===== src/design/skf_pkg.sv =====
package skf_pkg;

  localparam int unsigned DATA_W    = 32;
  localparam int unsigned PROD_W    = 2 * DATA_W;
  localparam int unsigned FRAC_W    = 16;
  localparam int unsigned DIGIT_W   = 4;
  localparam int unsigned MUL_STEPS = DATA_W / DIGIT_W;
  localparam int unsigned QUO_W     = DATA_W + FRAC_W;
  localparam int unsigned DIV_STEPS = QUO_W;
  localparam int unsigned CNT_W     = $clog2(DIV_STEPS);
  localparam int unsigned CFG_IDX_W = 8;

  localparam logic signed [DATA_W-1:0] Q_ONE      = 32'sd65536;
  localparam logic signed [DATA_W-1:0] VAR_RESET  = 32'sd65536000;
  localparam logic [DATA_W-2:0]        Q_RESET    = 31'd655;
  localparam logic [DATA_W-2:0]        R_RESET    = 31'd1638400;
  localparam logic signed [DATA_W-1:0] SAT_MAX    = 32'sh7fffffff;
  localparam logic signed [DATA_W-1:0] SAT_MIN    = 32'sh80000000;

  localparam logic [CFG_IDX_W-1:0] REG_PROCESS_NOISE = 8'd0;
  localparam logic [CFG_IDX_W-1:0] REG_MEASURE_NOISE = 8'd1;
  localparam logic [CFG_IDX_W-1:0] REG_TRANSITION    = 8'd2;
  localparam logic [CFG_IDX_W-1:0] REG_OBSERVE       = 8'd3;

  typedef enum logic [2:0] {
    PH_IDLE,
    PH_START,
    PH_MUL,
    PH_MFIN,
    PH_DIV,
    PH_DFIN,
    PH_DONE
  } phase_e;

  typedef enum logic [3:0] {
    ST_FX,
    ST_FP,
    ST_FPF,
    ST_ADDQ,
    ST_PH,
    ST_HP,
    ST_HPH,
    ST_ADDR,
    ST_DIV,
    ST_KH,
    ST_ONEK,
    ST_NEWP,
    ST_HX,
    ST_INNOV,
    ST_KI,
    ST_NEWX
  } step_e;

  typedef enum logic [1:0] {
    OP_MUL,
    OP_ADD,
    OP_SUB,
    OP_DIV
  } op_e;

  typedef enum logic [2:0] {
    DST_X,
    DST_P,
    DST_T,
    DST_NUM,
    DST_DEN,
    DST_K
  } dst_e;

  function automatic step_e next_step(input step_e s);
    step_e n;
    unique case (s)
      ST_FX:    n = ST_FP;
      ST_FP:    n = ST_FPF;
      ST_FPF:   n = ST_ADDQ;
      ST_ADDQ:  n = ST_PH;
      ST_PH:    n = ST_HP;
      ST_HP:    n = ST_HPH;
      ST_HPH:   n = ST_ADDR;
      ST_ADDR:  n = ST_DIV;
      ST_DIV:   n = ST_KH;
      ST_KH:    n = ST_ONEK;
      ST_ONEK:  n = ST_NEWP;
      ST_NEWP:  n = ST_HX;
      ST_HX:    n = ST_INNOV;
      ST_INNOV: n = ST_KI;
      ST_KI:    n = ST_NEWX;
      default:  n = ST_FX;
    endcase
    return n;
  endfunction

  function automatic logic [DATA_W-1:0] mag32(input logic signed [DATA_W-1:0] v);
    logic [DATA_W-1:0] r;
    r = v[DATA_W-1] ? (~v + 1'b1) : v;
    return r;
  endfunction

  function automatic logic signed [DATA_W-1:0] sat33(input logic signed [DATA_W:0] v);
    logic signed [DATA_W-1:0] r;
    if (v[DATA_W] != v[DATA_W-1]) begin
      r = v[DATA_W] ? SAT_MIN : SAT_MAX;
    end else begin
      r = v[DATA_W-1:0];
    end
    return r;
  endfunction

endpackage


===== src/design/scalar_kalman_filter_top.sv =====
// One-dimensional Kalman filter in signed Q16.16 fixed point.
// Input channel: in_valid_i, in_stall_o and sample_i carry one measurement per beat.
// Output channel: out_valid_o, out_stall_i, estimate_o and gain_o carry one result
// beat per measurement: the updated estimate and the gain of that step.
// Configuration channel: cfg_valid_i, cfg_ready_o, cfg_index_i, cfg_data_i write
// q (0), r (1), f (2) and h (3); other indexes are ignored. Write only while idle.
// Each measurement runs a sequence of ten products, five saturating sums and one
// quotient on one shared datapath: a product on the 4-bit-digit shift-add
// multiplier, the quotient on the bit-serial restoring divider, a sum directly
// from the combinational adder. The block takes the next measurement only after
// the result of the last one has moved into the output register.
// The input is stalled while a measurement is in work. A finished result waits in
// the output register while the receiver stalls; a new measurement may be taken
// meanwhile, and its result waits until the register is free.
// Reset clears the estimate to 0, sets the variance to 1000.0 and loads the
// configuration defaults: q about 0.01, r 25.0, f 1.0 and h 1.0.
module scalar_kalman_filter_top
  import skf_pkg::*;
(
  input  logic                        clk_i,
  input  logic                        rst_ni,
  input  logic                        in_valid_i,
  output logic                        in_stall_o,
  input  logic signed [DATA_W-1:0]    sample_i,
  output logic                        out_valid_o,
  input  logic                        out_stall_i,
  output logic signed [DATA_W-1:0]    estimate_o,
  output logic signed [DATA_W-1:0]    gain_o,
  input  logic                        cfg_valid_i,
  output logic                        cfg_ready_o,
  input  logic [CFG_IDX_W-1:0]        cfg_index_i,
  input  logic [DATA_W-1:0]           cfg_data_i
);

  phase_e phase_q, phase_d;
  step_e  step_q, step_d;
  logic [CNT_W-1:0] cnt_q, cnt_d;

  logic [DATA_W-2:0]        q_q, r_q;
  logic signed [DATA_W-1:0] f_q, h_q;
  logic signed [DATA_W-1:0] x_q, p_q;
  logic signed [DATA_W-1:0] z_q, t_q, num_q, den_q, k_q;
  logic signed [DATA_W-1:0] est_q, gain_q;
  logic                     out_valid_q;

  logic [DATA_W-1:0] ma_q, ma_d;
  logic [DATA_W-1:0] mb_q, mb_d;
  logic [DATA_W-1:0] acc_q, acc_d;
  logic [DATA_W-1:0] lo_q, lo_d;
  logic [QUO_W-1:0]  dn_q, dn_d;
  logic [DATA_W-1:0] rem_q, rem_d;
  logic              neg_q, neg_d;
  logic              dz_q, dz_d;

  logic signed [DATA_W-1:0] opa, opb;
  op_e  op;
  dst_e dst;

  logic                     accept;
  logic                     op_done;
  logic                     wr_en;
  logic signed [DATA_W-1:0] res;
  logic                     out_load;

  logic [DATA_W+DIGIT_W-1:0] psum;
  logic [PROD_W-1:0]         mprod;
  logic signed [PROD_W-1:0]  mrnd;
  logic signed [DATA_W-1:0]  mres;
  logic [DATA_W:0]           dsh;
  logic [DATA_W:0]           ddiff;
  logic [QUO_W-1:0]          quo;
  logic signed [DATA_W-1:0]  dres;
  logic signed [DATA_W:0]    asum;
  logic signed [DATA_W-1:0]  ares;

  assign accept      = in_valid_i && !in_stall_o;
  assign in_stall_o  = (phase_q != PH_IDLE);
  assign cfg_ready_o = 1'b1;
  assign out_valid_o = out_valid_q;
  assign estimate_o  = est_q;
  assign gain_o      = gain_q;

  always_comb begin
    opa = t_q;
    opb = t_q;
    op  = OP_MUL;
    dst = DST_T;
    unique case (step_q)
      ST_FX:    begin opa = f_q;   opb = x_q;   op = OP_MUL; dst = DST_X;   end
      ST_FP:    begin opa = f_q;   opb = p_q;   op = OP_MUL; dst = DST_T;   end
      ST_FPF:   begin opa = t_q;   opb = f_q;   op = OP_MUL; dst = DST_T;   end
      ST_ADDQ:  begin opa = t_q;   opb = $signed({1'b0, q_q}); op = OP_ADD; dst = DST_P; end
      ST_PH:    begin opa = p_q;   opb = h_q;   op = OP_MUL; dst = DST_NUM; end
      ST_HP:    begin opa = h_q;   opb = p_q;   op = OP_MUL; dst = DST_T;   end
      ST_HPH:   begin opa = t_q;   opb = h_q;   op = OP_MUL; dst = DST_T;   end
      ST_ADDR:  begin opa = t_q;   opb = $signed({1'b0, r_q}); op = OP_ADD; dst = DST_DEN; end
      ST_DIV:   begin opa = num_q; opb = den_q; op = OP_DIV; dst = DST_K;   end
      ST_KH:    begin opa = k_q;   opb = h_q;   op = OP_MUL; dst = DST_T;   end
      ST_ONEK:  begin opa = Q_ONE; opb = t_q;   op = OP_SUB; dst = DST_T;   end
      ST_NEWP:  begin opa = t_q;   opb = p_q;   op = OP_MUL; dst = DST_P;   end
      ST_HX:    begin opa = h_q;   opb = x_q;   op = OP_MUL; dst = DST_T;   end
      ST_INNOV: begin opa = z_q;   opb = t_q;   op = OP_SUB; dst = DST_T;   end
      ST_KI:    begin opa = k_q;   opb = t_q;   op = OP_MUL; dst = DST_T;   end
      ST_NEWX:  begin opa = x_q;   opb = t_q;   op = OP_ADD; dst = DST_X;   end
      default:  begin opa = t_q;   opb = t_q;   op = OP_MUL; dst = DST_T;   end
    endcase
  end

  always_comb begin
    if (op == OP_SUB) begin
      asum = {opa[DATA_W-1], opa} - {opb[DATA_W-1], opb};
    end else begin
      asum = {opa[DATA_W-1], opa} + {opb[DATA_W-1], opb};
    end
    ares = sat33(asum);
  end

  always_comb begin
    psum  = {{DIGIT_W{1'b0}}, acc_q} + ma_q * mb_q[DIGIT_W-1:0];
    mprod = {acc_q, lo_q};
    if (neg_q) begin
      mrnd = $signed(PROD_W'(1) << (FRAC_W - 1)) - $signed(mprod);
    end else begin
      mrnd = $signed(mprod) + $signed(PROD_W'(1) << (FRAC_W - 1));
    end
    if (mrnd[PROD_W-1:DATA_W+FRAC_W-1] == '0 || mrnd[PROD_W-1:DATA_W+FRAC_W-1] == '1) begin
      mres = mrnd[DATA_W+FRAC_W-1:FRAC_W];
    end else begin
      mres = mrnd[PROD_W-1] ? SAT_MIN : SAT_MAX;
    end
  end

  always_comb begin
    dsh   = {rem_q, dn_q[QUO_W-1]};
    ddiff = dsh - {1'b0, ma_q};
    quo   = dn_q;
    if (dz_q) begin
      dres = '0;
    end else if (quo[QUO_W-1:DATA_W-1] != '0) begin
      dres = neg_q ? SAT_MIN : SAT_MAX;
    end else if (neg_q) begin
      dres = -$signed(quo[DATA_W-1:0]);
    end else begin
      dres = $signed(quo[DATA_W-1:0]);
    end
  end

  always_comb begin
    phase_d = phase_q;
    step_d  = step_q;
    cnt_d   = cnt_q;
    unique case (phase_q)
      PH_IDLE: begin
        if (accept) begin
          phase_d = PH_START;
          step_d  = ST_FX;
        end
      end
      PH_START: begin
        cnt_d = '0;
        unique case (op)
          OP_MUL:  phase_d = PH_MUL;
          OP_DIV:  phase_d = PH_DIV;
          default: phase_d = PH_START;
        endcase
      end
      PH_MUL: begin
        cnt_d = cnt_q + 1'b1;
        if (cnt_q == CNT_W'(MUL_STEPS - 1)) begin
          phase_d = PH_MFIN;
        end
      end
      PH_DIV: begin
        cnt_d = cnt_q + 1'b1;
        if (cnt_q == CNT_W'(DIV_STEPS - 1)) begin
          phase_d = PH_DFIN;
        end
      end
      PH_MFIN, PH_DFIN: begin
        phase_d = PH_START;
      end
      PH_DONE: begin
        if (out_load) begin
          phase_d = PH_IDLE;
        end
      end
      default: phase_d = PH_IDLE;
    endcase
    if (op_done) begin
      if (step_q == ST_NEWX) begin
        phase_d = PH_DONE;
      end else begin
        phase_d = PH_START;
        step_d  = next_step(step_q);
      end
    end
  end

  always_comb begin
    op_done  = 1'b0;
    wr_en    = 1'b0;
    res      = ares;
    out_load = 1'b0;
    ma_d     = ma_q;
    mb_d     = mb_q;
    acc_d    = acc_q;
    lo_d     = lo_q;
    dn_d     = dn_q;
    rem_d    = rem_q;
    neg_d    = neg_q;
    dz_d     = dz_q;
    unique case (phase_q)
      PH_START: begin
        ma_d  = mag32(opa);
        acc_d = '0;
        lo_d  = '0;
        rem_d = '0;
        neg_d = opa[DATA_W-1] ^ opb[DATA_W-1];
        if (op == OP_DIV) begin
          ma_d = mag32(opb);
          dn_d = {mag32(opa), {FRAC_W{1'b0}}};
          dz_d = (opb == '0);
        end else begin
          mb_d = mag32(opb);
        end
        if (op == OP_ADD || op == OP_SUB) begin
          wr_en   = 1'b1;
          res     = ares;
          op_done = 1'b1;
        end
      end
      PH_MUL: begin
        acc_d = psum[DATA_W+DIGIT_W-1:DIGIT_W];
        lo_d  = {psum[DIGIT_W-1:0], lo_q[DATA_W-1:DIGIT_W]};
        mb_d  = mb_q >> DIGIT_W;
      end
      PH_DIV: begin
        if (!ddiff[DATA_W]) begin
          rem_d = ddiff[DATA_W-1:0];
          dn_d  = {dn_q[QUO_W-2:0], 1'b1};
        end else begin
          rem_d = dsh[DATA_W-1:0];
          dn_d  = {dn_q[QUO_W-2:0], 1'b0};
        end
      end
      PH_MFIN: begin
        wr_en   = 1'b1;
        res     = mres;
        op_done = 1'b1;
      end
      PH_DFIN: begin
        wr_en   = 1'b1;
        res     = dres;
        op_done = 1'b1;
      end
      PH_DONE: begin
        out_load = !out_valid_q || !out_stall_i;
      end
      default: begin
        op_done = 1'b0;
      end
    endcase
  end

  always_ff @(posedge clk_i or negedge rst_ni) begin
    if (!rst_ni) begin
      phase_q     <= PH_IDLE;
      step_q      <= ST_FX;
      cnt_q       <= '0;
      out_valid_q <= 1'b0;
      q_q         <= Q_RESET;
      r_q         <= R_RESET;
      f_q         <= Q_ONE;
      h_q         <= Q_ONE;
      x_q         <= '0;
      p_q         <= VAR_RESET;
    end else begin
      phase_q <= phase_d;
      step_q  <= step_d;
      cnt_q   <= cnt_d;
      if (out_load) begin
        out_valid_q <= 1'b1;
      end else if (!out_stall_i) begin
        out_valid_q <= 1'b0;
      end
      if (cfg_valid_i && cfg_ready_o) begin
        priority case (cfg_index_i)
          REG_PROCESS_NOISE: q_q <= cfg_data_i[DATA_W-2:0];
          REG_MEASURE_NOISE: r_q <= cfg_data_i[DATA_W-2:0];
          REG_TRANSITION:    f_q <= $signed(cfg_data_i);
          REG_OBSERVE:       h_q <= $signed(cfg_data_i);
          default:           ;
        endcase
      end
      if (wr_en && dst == DST_X) begin
        x_q <= res;
      end
      if (wr_en && dst == DST_P) begin
        p_q <= res;
      end
    end
  end

  always_ff @(posedge clk_i) begin
    ma_q  <= ma_d;
    mb_q  <= mb_d;
    acc_q <= acc_d;
    lo_q  <= lo_d;
    dn_q  <= dn_d;
    rem_q <= rem_d;
    neg_q <= neg_d;
    dz_q  <= dz_d;
    if (accept) begin
      z_q <= sample_i;
    end
    if (wr_en) begin
      unique case (dst)
        DST_T:   t_q   <= res;
        DST_NUM: num_q <= res;
        DST_DEN: den_q <= res;
        DST_K:   k_q   <= res;
        default: ;
      endcase
    end
    if (out_load) begin
      est_q  <= x_q;
      gain_q <= k_q;
    end
  end

endmodule


===== config.mk =====
export PLATFORM = sky130hd
export DESIGN_NAME = scalar_kalman_filter_top
export DESIGN_NICKNAME = d
export VERILOG_FILES = /design/src/design/skf_pkg.sv /design/src/design/scalar_kalman_filter_top.sv
export SDC_FILE = /design/constraint.sdc
export NUM_CORES = 2
export LEC_CHECK = 0
export BUFFER_PORTS_ARGS = -buffer_cell sky130_fd_sc_hd__buf_2
export CORE_MARGIN = 2
export CORE_UTILIZATION = 35
export CTS_CLUSTER_SIZE = 28
export DETAILED_ROUTE_END_ITERATION = 8
export PLACE_DENSITY_LB_ADDON = 0.25
export SLEW_MARGIN = 20
export SYNTH_ARGS = -nofsm -noshare
export SYNTH_HDL_FRONTEND = slang
export SYNTH_SLANG_ARGS = --single-unit

===== constraint.sdc =====
create_clock -name clk_i -period 10.2 [get_ports clk_i]
set_clock_uncertainty 0.2 [all_clocks]
set_input_delay 0.51 -clock clk_i [delete_from_list [all_inputs] [get_ports clk_i]]
set_output_delay 0.51 -clock clk_i [all_outputs]
set_load 0.005 [all_outputs]

Yosys cells after proc, flatten, opt, wreduce, memory -nomap -nowiden
Memory sizes are Yosys's and may differ from the RTL's.
Cells that the tools add are included.
{ "totals": {"out_inout_bits": 67, "elab_cells": 177, "reg_bits": 638, "mem_count": 1, "inputBits": 77, "mem_bits_ro": 64} }
{ "mem_list": {"columns": ["name", "depth", "width", "rd", "rd_clocked_by_memory_dff", "write_ports", "line_no", "rtl"], "rows": [
  ["(no name shown)", 16, 4, 1, 0, 0, "skf_pkg.sv:72", "unique case (s)"]
]} }
{ "classes": {"mul": 1, "n_reduce_logical": 49, "mux": 45, "n_eq_ne": 43, "addsub": 10, "n_bitwise": 3} }
{ "ops": {"columns": ["op", "count"], "rows": [
  ["2-to-1 mux 32 bit", 13],
  ["one-hot mux 32 bit (2 select lines)", 5],
  ["one-hot mux 32 bit (9 select lines)", 1],
  ["one-hot mux 32 bit (8 select lines)", 1],
  ["one-hot mux 48 bit (2 select lines)", 1],
  ["adder 32 x 1 -> 32 bit (second input constant)", 2],
  ["adder 64 x 17 -> 64 bit (second input constant)", 1],
  ["2-to-1 mux 64 bit", 1],
  ["inverter 32 bit", 2],
  ["subtractor 17 x 64 -> 64 bit (first input constant)", 1],
  ["2-to-1 mux 48 bit", 1],
  ["adder 32 x 36 -> 36 bit", 1],
  ["multiplier 32 x 4 -> 36 bit", 1],
  ["one-hot mux 3 bit (6 select lines)", 2],
  ["adder 32 x 32 -> 33 bit", 1],
  ["2-to-1 mux 33 bit", 1],
  ["subtractor 32 x 32 -> 33 bit", 1],
  ["subtractor 33 x 32 -> 33 bit", 1],
  ["equality test 4 bit (second input constant)", 8],
  ["zero test 32 bit", 1],
  ["negation 32 bit", 1],
  ["AND reduction 2 bit", 11],
  ["2-to-1 mux 3 bit", 6],
  ["OR reduction 2 bit", 9],
  ["other kinds (42)", 78]
]} }

Longest topological paths before layout
{ "logic_depth": {"ltp_word": 9, "mapped_depth": 34, "mapped_depth_nobuf": 28} }

Worst setup path after synthesis
Ideal clock, no wire load.
{ "synth_timing": {"path_kind": "flip-flop to flip-flop", "from": "register step_q[1]", "to": "register p_q[7]", "path_stages_with_launch": 33, "synth_period_minus_slack_ns": 7.892, "required_ns": 9.875, "arrival_ns": 7.567, "slack_ns": 2.308, "path_buffers": 7, "setup_time_ns": 0.125, "path_cell_list": "dfrtp_1 > inv_1 > ha_1 > clkbuf_1 > or3_1 > or2_2 > clkbuf_1 > clkbuf_1 > clkbuf_1 > clkbuf_1 > clkbuf_1 > o21a_1 > inv_1 > ha_1 > nand2b_1 > o32ai_1 > o211a_1 > nor4b_1 > nor2_1 > xnor2_1 > ha_1 > inv_1 > o31ai_1 > o21bai_1 > nand3_1 > o21ai_0 > a211oi_1 > nor2_1 > xor2_1 > nor3_1 > clkbuf_1 > a211oi_1 > mux2_2"} }
{ "synth_via": {"elab_chain_len": 8, "elab_cells_between_ends": 48, "cone_classes": "add/sub: 2; eq/ne: 19; mux: 10; reduce/logical: 17"} }
{ "synth_lines": {"columns": ["item", "line_no", "rtl"], "rows": [
  ["start, declared", "scalar_kalman_filter_top.sv:36", "step_e step_q, step_d;"],
  ["start signal, assigned", "scalar_kalman_filter_top.sv:279", "step_q <= step_d;"],
  ["equality test 4 bit, or another cell as far along", "scalar_kalman_filter_top.sv:88", "unique case (step_q)"],
  ["OR reduction 5 bit (no source line), or another cell as far along", null, null],
  ["one-hot mux 32 bit (9 select lines), or another cell as far along", "scalar_kalman_filter_top.sv:88", null],
  ["adder 32 x 32 -> 33 bit, or another cell as far along", "scalar_kalman_filter_top.sv:113", "asum = {opa[DATA_W-1], opa} + {opb[DATA_W-1], opb};"],
  ["2-to-1 mux 33 bit *", "scalar_kalman_filter_top.sv:110", "if (op == OP_SUB) begin"],
  ["2-to-1 mux 32 bit / != test 1 bit (equally long branches)", "skf_pkg.sv:102, skf_pkg.sv:101", null],
  ["2-to-1 mux 32 bit *", "skf_pkg.sv:101", "if (v[DATA_W] != v[DATA_W-1]) begin"],
  ["one-hot mux 32 bit (2 select lines) *", "scalar_kalman_filter_top.sv:212", "unique case (phase_q)"],
  ["named net res[7]", "scalar_kalman_filter_top.sv:62", "logic signed [DATA_W-1:0] res;"],
  ["end signal, assigned", "scalar_kalman_filter_top.sv:299", "p_q <= res;"],
  ["end, declared", "scalar_kalman_filter_top.sv:41", "logic signed [DATA_W-1:0] x_q, p_q;"]
]} }
The timed path passes the listed nets; every way through them passes the cells marked *.
A chain may end at the register's enable or synchronous reset.

Worst setup path in the final report
{ "layout_timing": {"from": "register step_q[1]", "to": "register p_q[21]"} }
The elaborated chain is that of the path after synthesis.

==> metrics <==
status=completed; crit start category=flop; commonest non-fill, non-tap cell in the layout=nor2_1; vias in the first global route=32000; # clock sinks=638; H-tree depth=3; placed instance area=43300 um2; worst reg-to-reg path cell count=30; # IOs=144; post-detail-place hpwl=106000 um; layout cells sized above 1=0.142; total gr overflow=0; synthesized flop and latch total=638; port buffer count=142; Worst EP required=10610 ps; Sum Neg Setup Slack=0 ps; initial antenna violation count=1; min-delay src=out_stall_i; sequential share of the synthesized area=0.444; clk_lat worst skew=670 ps; synthesized netlist net count=4414; Fill cells=11500; Design Area, Final=46600 um2; Async S/R FF share, synth=0.320; Slew headroom=0.109; Slew @ Worst Pin=1300 ps; Post-DRT Antenna Nets=0; CTS tree=built; met3 usage=0.0375; yosys warns=0; Worst Path Max Fanout=16; Synth Cell Area=40900 um2; Place WS=1600 ps; Mapped Cells=4118; Critical Path AT=9200 ps; Post-CTS Setup Repair Bufs=0; max_cap viols=0; largest net degree at the start of global routing=81; core area=116000 um2; Initial Util=0.352; M1 GR Usage=0.318; die area=119000 um2; row count=125; drt first pass iters=8; CTS Buf Count=76; Hold Path Stages=3; gpl congestion=0.946; cell family with most CP delay=compound AO/OA/AOI/OAI gates; f_max=0.114 GHz; RSZ-0062 raised after global routing=false; Post-route DRC=0; Die Ht=346 um; final WL=143000 um; Nets=4538; CTS root buf=clkbuf_16; Worst R2R Start=step_q[1]; Clock transition at path regs=60 ps; R2R Setup Slk=1410 ps; drt via density=5.73; first-pass GRT wire length=212000 um; syn_area_per_cell=9.92 um2; Reg with most FFs=dn_q; detail-routed net length per standard cell=24.5 um; Max Buffers Root-to-Sink=3; class of the most critical setup path=reg -> reg; post-synthesis cell type count=90; Fin. Hold Viols=0; hold crit path type=in -> reg; crit path buf inv count=4; DRT iter0 DRCs=3397; max reg flops=48; worst hold endpoint=out_valid_o; Final Cycle Share=0.862; number of synthesized flops with an enable pin=434; final setup violation count=0; fin util=0.402; most frequent cells in the layout=nor2_1, edfxtp_1, nand2_1, a21oi_1, mux2_2; Die W=346 um; r2r endpoint=p_q[21]; CP Capture Type=flop; via count=33400; critical path's slowest cell=a221oi_1; pins over their slew limit=0; min Tclk post-route=8790 ps; crit-path max cell delay=1000 ps; Top Usage Layer GRT=met2; gr usage total=0.234; met2 Track Usage GR=0.373; Layout area overhead=14.1%; final setup margin=1410 ps; dominant synthesized flop cell=edfxtp_1
## metal layers
metal,share of wire,wire length [um]
met1,0.43,62000
met2,0.46,65200
met4,0.041,5850
met5,0.000091,13
met3,0.068,9780
## synthesized netlist by cell type, drive strengths merged, types with 53 or more instances
cell type,instances,share of area
a21oi,279,0.034
dfrtp,187,0.11
o22ai,55,0.0086
xor2,81,0.017
nor2,444,0.041
mux2,190,0.052
ha,126,0.039
nand3,117,0.014
a21o,54,0.0099
clkbuf,189,0.017
and2,104,0.016
nand2,356,0.033
buf,53,0.0057
edfxtp,434,0.32
inv,177,0.016
nor3,88,0.011
fa,93,0.046
xnor2,131,0.028
o21ai,191,0.023
## how the worst max path moves through the flow
stage,cells past startpoint,endpoint,from,slack (ps)
final,30,p_q[21],step_q[1],1410
after global routing,30,x_q[21],step_q[1],940
after CTS,29,num_q[1],step_q[1],1590
after detailed placement,30,x_q[1],step_q[1],1600
after global placement,29,k_q[4],step_q[1],1500
after floorplan,32,p_q[7],step_q[1],2310
## tightest hold or removal path: cells and delay by family
family / cells / cell delay, ps
buffers and inverters: 1 / 80
AOI/OAI and AO/OA: 1 / 160
and+or+nand+nor: 1 / 120
## kinds of logic after synthesis
logic type,Yosys count,synth area share
AO/OA/AOI/OAI,988,0.159
XOR/XNOR,212,0.0454
adder cells (fa/ha/maj),219,0.0841
buffers and inverters,420,0.0394
flip-flops,638,0.444
multiplexers,241,0.0652
other,1,0.0000918
AND/OR/NAND/NOR,1399,0.162
## through the flow
| stage | hold slack (ps) | instances |
|---|---|---|
| after global routing | 95.7 | 5827 |
| after floorplan | 14.4 | 4118 |
| after detailed placement | 261 | 5619 |
| final | 71.6 | 5828 |
| after global placement | 262 | 5619 |
| after CTS | 82.9 | 5823 |
## final cells by class
type | count | area, um2 | share of cell area
Inverter | 178 | 668 | 0.0143
Antenna cell | 1 | 2.50 | 0.0000537
Timing Repair Buffer | 288 | 2010 | 0.0432
Clock buffer | 98 | 2080 | 0.0446
Clock inverter | 41 | 480 | 0.0103
Tap cell | 1524 | 1910 | 0.0409
Multi-Input combinational cell | 3060 | 21300 | 0.457
Sequential cell | 638 | 18200 | 0.390
## repair_timing
action	CTS	global route
hold buffers	65	0
gates resized for setup	0	0
endpoints found under the hold margin	226	0
Power is left out: the tool's default activity adds up to more than one toggle a clock period on the data nets, which glitch-free logic cannot reach.
